===== src/rtl/sspp_pkg.sv =====
// ---------------------------------------------------------------------------
// SMS-SUBMIT PDU parser package
// Result record, parse phase and element step encodings, field kind codes.
// ---------------------------------------------------------------------------
`default_nettype none

package sspp_pkg;

    // field kind codes carried with every result
    localparam logic [3:0] KIND_FIRST   = 4'd0;
    localparam logic [3:0] KIND_REF     = 4'd1;
    localparam logic [3:0] KIND_ALEN    = 4'd2;
    localparam logic [3:0] KIND_ATYPE   = 4'd3;
    localparam logic [3:0] KIND_DIGIT   = 4'd4;
    localparam logic [3:0] KIND_PID     = 4'd5;
    localparam logic [3:0] KIND_DCS     = 4'd6;
    localparam logic [3:0] KIND_VP      = 4'd7;
    localparam logic [3:0] KIND_UDL     = 4'd8;
    localparam logic [3:0] KIND_UDHL    = 4'd9;
    localparam logic [3:0] KIND_IE_TYPE = 4'd10;
    localparam logic [3:0] KIND_IE_LEN  = 4'd11;
    localparam logic [3:0] KIND_IE_DATA = 4'd12;
    localparam logic [3:0] KIND_UD      = 4'd13;

    localparam logic [7:0] ASCII_ZERO   = 8'd48;
    localparam logic [3:0] FILL_NIBBLE  = 4'hF;
    localparam logic [7:0] DIGITS_PER_OCTET = 8'd2;

    localparam int unsigned RES_DEPTH   = 4;
    localparam int unsigned RES_PTR_W   = $clog2(RES_DEPTH);
    localparam int unsigned RES_CNT_W   = RES_PTR_W + 1;

    typedef enum logic [11:0] {
        PH_FIRST  = 12'b0000_0000_0001,
        PH_REF    = 12'b0000_0000_0010,
        PH_ALEN   = 12'b0000_0000_0100,
        PH_ATYPE  = 12'b0000_0000_1000,
        PH_DIGITS = 12'b0000_0001_0000,
        PH_PID    = 12'b0000_0010_0000,
        PH_DCS    = 12'b0000_0100_0000,
        PH_VP     = 12'b0000_1000_0000,
        PH_UDL    = 12'b0001_0000_0000,
        PH_UDHL   = 12'b0010_0000_0000,
        PH_IE     = 12'b0100_0000_0000,
        PH_UD     = 12'b1000_0000_0000
    } phase_t;

    typedef enum logic [2:0] {
        STEP_TYPE = 3'b001,
        STEP_LEN  = 3'b010,
        STEP_DATA = 3'b100
    } step_t;

    typedef struct packed {
        logic [3:0] kind;
        logic [7:0] value;
        logic       reply_path;
        logic       udh_present;
        logic       status_report;
        logic       validity_present;
        logic       reject_duplicates;
        logic [1:0] message_type;
        logic       malformed;
        logic       last_of_run;
    } result_t;

    // what one accepted octet hands to the result queue
    typedef struct packed {
        logic    push;
        logic    two;
        result_t first;
        result_t second;
    } result_pair_t;

endpackage

`default_nettype wire


===== src/rtl/sspp_parse.sv =====
// ---------------------------------------------------------------------------
// SMS-SUBMIT PDU parser: field tagger
// Holds the parse state and tags the accepted octet with one or two results.
// ---------------------------------------------------------------------------
`default_nettype none

module sspp_parse (
    input  wire logic                  aclk,
    input  wire logic                  aresetn,
    input  wire logic                  in_accept,
    input  wire logic [7:0]            data_byte,
    input  wire logic                  start_of_pdu,
    output sspp_pkg::result_pair_t     pair
);

    sspp_pkg::phase_t phase_reg, phase_next, phase_cur;
    sspp_pkg::step_t  step_reg, step_next;
    logic             header_flag_reg, header_flag_next;
    logic             validity_flag_reg, validity_flag_next;
    logic [7:0]       digits_reg, digits_next;
    logic [7:0]       hdr_left_reg, hdr_left_next;
    logic [7:0]       elem_left_reg, elem_left_next;

    logic [7:0]       hdr_dec;
    logic [7:0]       elem_dec;
    logic [7:0]       digits_dec;
    sspp_pkg::result_t r0, r1;
    logic             two;

    assign phase_cur  = start_of_pdu ? sspp_pkg::PH_FIRST : phase_reg;
    assign hdr_dec    = (hdr_left_reg != 8'd0) ? hdr_left_reg - 8'd1 : hdr_left_reg;
    assign elem_dec   = (elem_left_reg != 8'd0) ? elem_left_reg - 8'd1 : elem_left_reg;
    assign digits_dec = (digits_reg > sspp_pkg::DIGITS_PER_OCTET)
                        ? digits_reg - sspp_pkg::DIGITS_PER_OCTET : 8'd0;

    always_comb begin
        phase_next         = phase_cur;
        step_next          = step_reg;
        header_flag_next   = header_flag_reg;
        validity_flag_next = validity_flag_reg;
        digits_next        = digits_reg;
        hdr_left_next      = hdr_left_reg;
        elem_left_next     = elem_left_reg;
        two                = 1'b0;

        r0             = '0;
        r0.value       = data_byte;
        r0.last_of_run = 1'b1;
        r1             = '0;
        r1.kind        = sspp_pkg::KIND_DIGIT;
        r1.value       = {4'd0, data_byte[7:4]} + sspp_pkg::ASCII_ZERO;
        r1.last_of_run = 1'b1;

        unique case (phase_cur)
            sspp_pkg::PH_FIRST: begin
                r0.kind              = sspp_pkg::KIND_FIRST;
                r0.reply_path        = data_byte[7];
                r0.udh_present       = data_byte[6];
                r0.status_report     = data_byte[5];
                r0.validity_present  = data_byte[4] | data_byte[3];
                r0.reject_duplicates = data_byte[2];
                r0.message_type      = data_byte[1:0];
                header_flag_next     = data_byte[6];
                validity_flag_next   = data_byte[4] | data_byte[3];
                phase_next           = sspp_pkg::PH_REF;
            end
            sspp_pkg::PH_REF: begin
                r0.kind    = sspp_pkg::KIND_REF;
                phase_next = sspp_pkg::PH_ALEN;
            end
            sspp_pkg::PH_ALEN: begin
                r0.kind     = sspp_pkg::KIND_ALEN;
                digits_next = data_byte;
                phase_next  = sspp_pkg::PH_ATYPE;
            end
            sspp_pkg::PH_ATYPE: begin
                r0.kind    = sspp_pkg::KIND_ATYPE;
                phase_next = (digits_reg != 8'd0) ? sspp_pkg::PH_DIGITS : sspp_pkg::PH_PID;
            end
            sspp_pkg::PH_DIGITS: begin
                r0.kind  = sspp_pkg::KIND_DIGIT;
                r0.value = {4'd0, data_byte[3:0]} + sspp_pkg::ASCII_ZERO;
                // drop the high digit when it is the filler nibble
                two            = (data_byte[7:4] != sspp_pkg::FILL_NIBBLE);
                r0.last_of_run = !two;
                digits_next    = digits_dec;
                if (digits_dec == 8'd0) begin
                    phase_next = sspp_pkg::PH_PID;
                end
            end
            sspp_pkg::PH_PID: begin
                r0.kind    = sspp_pkg::KIND_PID;
                phase_next = sspp_pkg::PH_DCS;
            end
            sspp_pkg::PH_DCS: begin
                r0.kind    = sspp_pkg::KIND_DCS;
                phase_next = validity_flag_reg ? sspp_pkg::PH_VP : sspp_pkg::PH_UDL;
            end
            sspp_pkg::PH_VP: begin
                r0.kind    = sspp_pkg::KIND_VP;
                phase_next = sspp_pkg::PH_UDL;
            end
            sspp_pkg::PH_UDL: begin
                r0.kind    = sspp_pkg::KIND_UDL;
                phase_next = header_flag_reg ? sspp_pkg::PH_UDHL : sspp_pkg::PH_UD;
            end
            sspp_pkg::PH_UDHL: begin
                r0.kind        = sspp_pkg::KIND_UDHL;
                r0.malformed   = (data_byte == 8'd0);
                hdr_left_next  = data_byte;
                step_next      = sspp_pkg::STEP_TYPE;
                elem_left_next = 8'd0;
                phase_next     = (data_byte != 8'd0) ? sspp_pkg::PH_IE : sspp_pkg::PH_UD;
            end
            sspp_pkg::PH_IE: begin
                hdr_left_next = hdr_dec;
                unique case (step_reg)
                    sspp_pkg::STEP_TYPE: begin
                        r0.kind      = sspp_pkg::KIND_IE_TYPE;
                        r0.malformed = (hdr_dec == 8'd0);
                        step_next    = sspp_pkg::STEP_LEN;
                    end
                    sspp_pkg::STEP_LEN: begin
                        r0.kind        = sspp_pkg::KIND_IE_LEN;
                        r0.malformed   = (data_byte > hdr_dec);
                        elem_left_next = data_byte;
                        step_next      = (data_byte != 8'd0) ? sspp_pkg::STEP_DATA
                                                             : sspp_pkg::STEP_TYPE;
                    end
                    default: begin
                        r0.kind        = sspp_pkg::KIND_IE_DATA;
                        elem_left_next = elem_dec;
                        if (elem_dec == 8'd0) begin
                            step_next = sspp_pkg::STEP_TYPE;
                        end
                    end
                endcase
                // header exhausted: fall through to user data
                if (hdr_dec == 8'd0) begin
                    phase_next = sspp_pkg::PH_UD;
                    step_next  = sspp_pkg::STEP_TYPE;
                end
            end
            default: begin
                r0.kind    = sspp_pkg::KIND_UD;
                phase_next = sspp_pkg::PH_UD;
            end
        endcase
    end

    always_ff @(posedge aclk) begin
        if (!aresetn) begin
            phase_reg         <= sspp_pkg::PH_FIRST;
            step_reg          <= sspp_pkg::STEP_TYPE;
            header_flag_reg   <= 1'b0;
            validity_flag_reg <= 1'b0;
            digits_reg        <= 8'd0;
            hdr_left_reg      <= 8'd0;
            elem_left_reg     <= 8'd0;
        end else if (in_accept) begin
            phase_reg         <= phase_next;
            step_reg          <= step_next;
            header_flag_reg   <= header_flag_next;
            validity_flag_reg <= validity_flag_next;
            digits_reg        <= digits_next;
            hdr_left_reg      <= hdr_left_next;
            elem_left_reg     <= elem_left_next;
        end
    end

    assign pair.push   = in_accept;
    assign pair.two    = two;
    assign pair.first  = r0;
    assign pair.second = r1;

endmodule

`default_nettype wire


===== src/rtl/sspp_resq.sv =====
// ---------------------------------------------------------------------------
// SMS-SUBMIT PDU parser: result queue
// Register queue taking one or two results per cycle, one out per ready cycle.
// ---------------------------------------------------------------------------
`default_nettype none

module sspp_resq (
    input  wire logic                  aclk,
    input  wire logic                  aresetn,
    input  wire sspp_pkg::result_pair_t pair,
    output logic                       room,
    output logic                       out_valid,
    input  wire logic                  out_ready,
    output sspp_pkg::result_t          out_res
);

    localparam int unsigned PTR_W = sspp_pkg::RES_PTR_W;
    localparam int unsigned CNT_W = sspp_pkg::RES_CNT_W;

    sspp_pkg::result_t entries [sspp_pkg::RES_DEPTH];
    logic [PTR_W-1:0]  wr_ptr_reg, wr_ptr_next;
    logic [PTR_W-1:0]  rd_ptr_reg, rd_ptr_next;
    logic [CNT_W-1:0]  count_reg, count_next;
    logic              pop;
    logic              push_two;
    logic [PTR_W-1:0]  wr_ptr_inc;

    assign pop        = out_valid && out_ready;
    assign push_two   = pair.push && pair.two;
    assign wr_ptr_inc = wr_ptr_reg + PTR_W'(1);

    // accept an octet only while two result slots are free
    assign room      = (count_reg <= CNT_W'(sspp_pkg::RES_DEPTH - 2));
    assign out_valid = (count_reg != '0);
    assign out_res   = entries[rd_ptr_reg];

    always_comb begin
        wr_ptr_next = wr_ptr_reg + PTR_W'(pair.push) + PTR_W'(push_two);
        rd_ptr_next = rd_ptr_reg + PTR_W'(pop);
        count_next  = count_reg + CNT_W'(pair.push) + CNT_W'(push_two) - CNT_W'(pop);
    end

    always_ff @(posedge aclk) begin
        if (pair.push) begin
            entries[wr_ptr_reg] <= pair.first;
        end
        if (push_two) begin
            entries[wr_ptr_inc] <= pair.second;
        end
    end

    always_ff @(posedge aclk) begin
        if (!aresetn) begin
            wr_ptr_reg <= '0;
            rd_ptr_reg <= '0;
            count_reg  <= '0;
        end else begin
            wr_ptr_reg <= wr_ptr_next;
            rd_ptr_reg <= rd_ptr_next;
            count_reg  <= count_next;
        end
    end

endmodule

`default_nettype wire


===== src/rtl/sms_submit_pdu_parser_top.sv =====
// ---------------------------------------------------------------------------
// SMS-SUBMIT PDU parser, top level
// Tags each octet of a binary SMS-SUBMIT PDU with its field and decoded flags.
// ---------------------------------------------------------------------------
// Octets enter one per cycle on the s_ stream while s_tready is high; s_tuser
// marks the first octet of a PDU. Each octet yields one result on the m_ stream,
// except an address octet whose high nibble is not F, which yields two digit
// results (low digit first); m_tlast marks the final result of each octet.
// Results land in a four-entry queue in the same cycle the octet is accepted, so
// a result can appear in the cycle after its octet. An input octet is taken
// whenever the queue has two free slots: with m_tready held high the block sustains
// one octet per cycle for single-result octets; two-digit octets can fill the queue.
`default_nettype none

module sms_submit_pdu_parser_top (
    input  wire logic        aclk,
    input  wire logic        aresetn,
    input  wire logic        s_tvalid,
    output logic             s_tready,
    input  wire logic [7:0]  s_tdata,   // [7:0] data_byte
    input  wire logic        s_tuser,   // [0] start_of_pdu
    output logic             m_tvalid,
    input  wire logic        m_tready,
    output logic [15:0]      m_tdata,   // [7:0] value, [8] reply_path, [9] udh_present,
                                        // [10] status_report, [11] validity_present,
                                        // [12] reject_duplicates, [14:13] message_type,
                                        // [15] malformed
    output logic [3:0]       m_tuser,   // [3:0] kind
    output logic             m_tlast    // last_of_run
);

    sspp_pkg::result_pair_t pair;
    sspp_pkg::result_t      res;
    logic                   room;
    logic                   in_accept;

    assign s_tready  = room;
    assign in_accept = s_tvalid && room;

    sspp_parse u_parse (
        .aclk         (aclk),
        .aresetn      (aresetn),
        .in_accept    (in_accept),
        .data_byte    (s_tdata),
        .start_of_pdu (s_tuser),
        .pair         (pair)
    );

    sspp_resq u_resq (
        .aclk      (aclk),
        .aresetn   (aresetn),
        .pair      (pair),
        .room      (room),
        .out_valid (m_tvalid),
        .out_ready (m_tready),
        .out_res   (res)
    );

    assign m_tdata = {res.malformed, res.message_type, res.reject_duplicates,
                      res.validity_present, res.status_report, res.udh_present,
                      res.reply_path, res.value};
    assign m_tuser = res.kind;
    assign m_tlast = res.last_of_run;

endmodule

`default_nettype wire

===== config.mk =====
export PLATFORM = sky130hd
export DESIGN_NAME = sms_submit_pdu_parser_top
export DESIGN_NICKNAME = d
export VERILOG_FILES = /design/src/rtl/sspp_pkg.sv /design/src/rtl/sspp_parse.sv /design/src/rtl/sspp_resq.sv /design/src/rtl/sms_submit_pdu_parser_top.sv
export SDC_FILE = /design/constraint.sdc
export NUM_CORES = 1
export LEC_CHECK = 0
export ABC_CLOCK_PERIOD_IN_PS = 3500
export BUFFER_PORTS_ARGS = -buffer_cell sky130_fd_sc_hd__buf_2
export CORE_MARGIN = 5
export CORE_UTILIZATION = 62
export DETAILED_ROUTE_END_ITERATION = 16
export PLACE_DENSITY = 0.9
export SYNTH_ARGS = -nofsm -noshare
export SYNTH_HDL_FRONTEND = slang
export SYNTH_SLANG_ARGS = --single-unit

===== constraint.sdc =====
create_clock -name aclk -period 3.5 [get_ports aclk]
set_input_delay 0.175 -clock aclk [delete_from_list [all_inputs] [get_ports aclk]]
set_output_delay 0.175 -clock aclk [all_outputs]
set_load 0.01 [all_outputs]

Word level (Yosys, flattened, before mapping) --
Memories as Yosys holds them, arrays and structs flattened. A register that Yosys moved wholly into a read port is not among the register bits. Index checks and enable logic that the tools add are counted. W data, S select, Z words.
Storage, ports and cells: bits in registers 48, memories 1, RAM bits 84, word-level logic and storage cells 96
Memory list:
- u_resq.entries | depth 4, bits a word 21, read ports 1, clocked after Yosys merged registers in 1, wr ports 2, line sspp_resq.sv:20 | sspp_pkg::result_t entries [sspp_pkg::RES_DEPTH];
Cells by class: multiplexer cells 33, bitwise operators 1, $lt $le $gt $ge 3, $add $sub $neg 12, reduce and logical (&&, ||, !) cells 20, equal/unequal tests 16
Operator list (count):
- $pmux W12 S11 | 1
- $pmux W8 S2 | 4
- $mux W12 | 5
- $pmux W4 S11 | 1
- $logic_not A8 Y1 | 4
- $mux W8 | 4
- $reduce_bool A8 Y1 | 4
- $pmux W3 S2 | 3
- $sub A8 B1 Y8 const B | 2
- $add A4 B6 Y7 const B | 2
- $eq A12 B1 Y1 const B | 1
- $eq A12 B10 Y1 const B | 1
- $eq A12 B11 Y1 const B | 1
- $eq A12 B2 Y1 const B | 1
- $eq A12 B3 Y1 const B | 1
- $eq A12 B4 Y1 const B | 1
- $eq A12 B5 Y1 const B | 1
- $eq A12 B6 Y1 const B | 1
- $eq A12 B7 Y1 const B | 1
- $eq A12 B8 Y1 const B | 1
- $eq A12 B9 Y1 const B | 1
- $mux W3 | 3
- $mux W9 | 1
- $gt A8 B2 Y1 const B | 1
- other kinds (24) | 39

Logic depth before layout (Yosys ltp) --
word-level depth 7, mapped depth 13, depth with buffers taken out 13

Hierarchy --
From an unflattened synthesis, not the netlist that was laid out.
Second synthesis, totals: cell total of the unflattened synthesis 726, area total of the unflattened synthesis 8021.4 um^2
By module, submodules not included:
- sspp_resq | cells an instance 248, times used 1, area an instance 4461.8 um^2
- sspp_parse | cells an instance 477, times used 1, area an instance 3553.4 um^2
- sms_submit_pdu_parser_top | cells an instance 1, times used 1, area an instance 6.3 um^2

Worst setup path before layout --
OpenSTA, ideal clock, no wires.
path kind register -> register, start point reg u_parse.phase_reg[8], end point reg u_resq.count_reg[2], clock period less this slack 3193 ps, path slack 307 ps, path buffers 2, required time 3385 ps, data arrival time 3078 ps, library setup time 115 ps, cell stages (with the launch flop) 12, cells stage by stage dfxtp_1 clkbuf_2 nor4_4 o2111ai_4 clkbuf_1 or3_1 ha_1 inv_1 fa_1 fa_1 xnor2_1 and2_1
Between the ends: word-level cells in the longest chain between the ends 6
Ends and longest elaborated chain:
- from (decl) | line sspp_parse.sv:16 | sspp_pkg::phase_t phase_reg, phase_next, phase_cur;
- from (signal assigned) | line sspp_parse.sv:153 | phase_reg <= sspp_pkg::PH_FIRST;
- from (signal assigned) | line sspp_parse.sv:161 | phase_reg <= phase_next;
- $mux W12 | line sspp_parse.sv:30 | assign phase_cur = start_of_pdu ? sspp_pkg::PH_FIRST : phase_reg;
- $eq A12 B5 Y1 | line sspp_parse.sv:54 | unique case (phase_cur)
- $mux W1 | line sspp_parse.sv:54
- $logic_and A1 B1 Y1 | line sspp_resq.sv:29 | assign push_two = pair.push && pair.two;
- $add A3 B1 Y3 | line sspp_resq.sv:40 | count_next = count_reg + CNT_W'(pair.push) + CNT_W'(push_two) - CNT_W'(pop);
- $sub A3 B1 Y3 | line sspp_resq.sv:40
- to (signal assigned) | line sspp_resq.sv:60 | count_reg <= count_next;
- to (decl) | line sspp_resq.sv:23 | logic [CNT_W-1:0] count_reg, count_next;
Every way passes these cells. A chain may end at the register's enable or synchronous reset.

==> out/metrics.cfg <==
[power_and_ir_drop]
total_switching_power_w=0.00180
p_int_w=0.00367
clockPowerShare=0.330
p_leak_nw=3.17
p_per_area_mw_per_mm2=691
peakVddDrop_v=0.000680
power_frac_seq=0.395
p_comb_frac=0.274
swShare=0.329

[routing]
drc=0
via_per_inst=6.83
wl_per_cell_um=21.3
firstDrtPassIters=5
vias=6230
drtIter0Drc=657
ant_nets=0
finalWirelength_um=19400

[timing]
slew_violations=0
setup_viol=0
fin_setup_tns_ns=0
rsz0062_at_grt=false
final_hold_viol_count=0
fmax_mhz=317
fin_crit_ns=3.16
fin_crit_sh=0.902
holdWs_ns=0.111
worst_pin_slew_ns=1.02
timing.slew.headroom=0.321
finalClockSkew_ns=0.0108

[clock_tree]
cts_hold_buf=0
cts_buffer_depth=2
clkSinkCount=132
cts_root_buffer=clkbuf_16
clk_latency_ns=0.43
post_cts_buffers=0
htree_levels=4
cts_resized=0
numCtsBuffers=17
clk_pin_slew_ns=0.06
cts_tree=built

[hold_path]
hp-class=in -> reg

[floorplan]
std_cell_rows=39
ios=36
start_util=0.626
die_w_um=117
dieArea_mm2=0.0137
die_height_um=117
core_mm2=0.0113

[cells_and_area]
area_delta_synth_final_pct=11.9
final_common_cell=dfxtp_1
largest_reg_flops=84
layout_common_cells=116 x dfxtp_1, 63 x nand2_1, 44 x o21ai_0, 44 x a22o_1, 39 x nor2_1
fin_nets=788
drive_above_1_share=0.173
num_antenna_cells=0

[synth]
synth-seq-area-share=0.395
ys_warn_count=0
syn_nets=766
ys_seq_elements=132
synth_edf_count=16
ys_types=81
synth_cells=734
synth_flop_cell=dfxtp_1
async_reset_ff_frac=0
avgSynthCellArea_um2=9.66
syn_area_mm2=0.00709

[setup_path]
critPathBufInv=1
cp_data_arrival_time_ns=3.45
worstSetupEndpointType=register
crit_type=reg -> reg
crit_family=compound AO/OA/AOI/OAI gates
crit_chain=inv_1 -> ha_1 -> nor2b_1 -> nand3_1 -> o21ai_0 -> ha_1 -> nand3_1 -> o221ai_1 -> a221oi_1 -> nor4_2 -> a221oi_2 -> o21ai_0
worstPathRequired_ns=3.79
cp-start-kind=register
slowest_stage=dfxtp_1
slowest_delay_ns=0.37
crit_fanout=7

[global_routing]
antenna_found_initial=0
met1_usage=0.357
grt_overflow=0
met3_usage=0.0781
grt_max_degree=46
use_met2=0.485
grt_pass1_wl_um=31500
grt_pass1_vias=6305
grt.busiest_layer=met2
grt_usage=0.297

[outcome]
status=finished, final reports clean

[job]
maxCapViolCount=0

[place]
globalplace.congestion=0.920
dp_hpwl_um=13000
io_buffers=35

-- final timing paths --
path,from,to,slack (ns),cells after the start
max,u_parse.hdr_left_reg[0],u_resq.entries[1][1],0.34,12
max reg2reg,u_parse.hdr_left_reg[0],u_resq.entries[1][1],0.34,12
min,s_tdata[0],u_resq.entries[2][2],0.11,2
min reg2reg,u_resq.entries[1][3],u_resq.entries[1][3],0.47,2
-- power groups by stage --
stage | clock (W) | sequential [W] | combinational, W
2_1_floorplan | 0 | 0.00208 | 0.00107
3_3_place_gp | 0 | 0.00213 | 0.00140
3_5_place_dp | 0 | 0.00217 | 0.00148
4_1_cts | 0.00182 | 0.00215 | 0.00150
5_1_grt | 0.00188 | 0.00220 | 0.00163
6_report | 0.00181 | 0.00217 | 0.00150
-- stage by stage --
| step | util | setup WS [ns] | instances | power, W | instance area (µm²) |
|---|---|---|---|---|---|
| global placement | 0.647 | 0.622 | 880 | 0.00354 | 7330 |
| finish | 0.700 | 0.342 | 912 | 0.00548 | 7930 |
| detailed placement | 0.647 | 0.423 | 880 | 0.00365 | 7330 |
| global route | 0.700 | 0.138 | 912 | 0.00571 | 7930 |
| CTS | 0.700 | 0.403 | 912 | 0.00548 | 7930 |
| floorplan | - | 0.307 | 734 | 0.00315 | 7090 |
-- cells by family (layout without fill, tap and decap cells) --
family / Yosys count / after routing / synth area share
DFF: 132 / 132 / 0.395
xor gates and xnor gates: 18 / 18 / 0.0222
buffers and inverters: 70 / 105 / 0.0422
adders and majority gates: 19 / 19 / 0.0367
muxes: 29 / 29 / 0.0782
AOI/OAI and AO/OA: 201 / 201 / 0.210
and+or+nand+nor: 265 / 265 / 0.215
-- Yosys cell counts (9+ instances only) --
cell	instances	area, µm²
nor2_1	39	146
nand3_1	37	185
dfxtp_1	116	2320
o211ai_1	11	82.6
edfxtp_1	16	480
and2_1	13	81.3
inv_1	26	97.6
nor3_1	22	110
a22o_1	44	385
ha_1	16	200
nand2_1	63	236
o21ai_0	44	220
mux4_2	21	473
clkbuf_1	26	97.6
a21oi_1	27	135
nor2b_1	13	81.3
o211a_1	12	120
xor2_1	9	78.8
xnor2_1	9	78.8
-- area by class of cell --
class                           count  area [µm²]
Clock buffer                       19         475
Clock inverter                     13         126
Fill cell                         815        3390
Inverter                           27         101
Multi-Input combinational cell    532        3990
Sequential cell                   132        2800
Tap cell                          143         179
Timing Repair Buffer               46         258
-- per-layer routing --
metal / vias up / wire (µm)
met4: 0 / 999
met5: - / 0
met3: 86 / 1530
met2: 327 / 9390
li1: 2804 / -
met1: 3013 / 7510
Note: power is estimated with default switching activity, not from simulation.
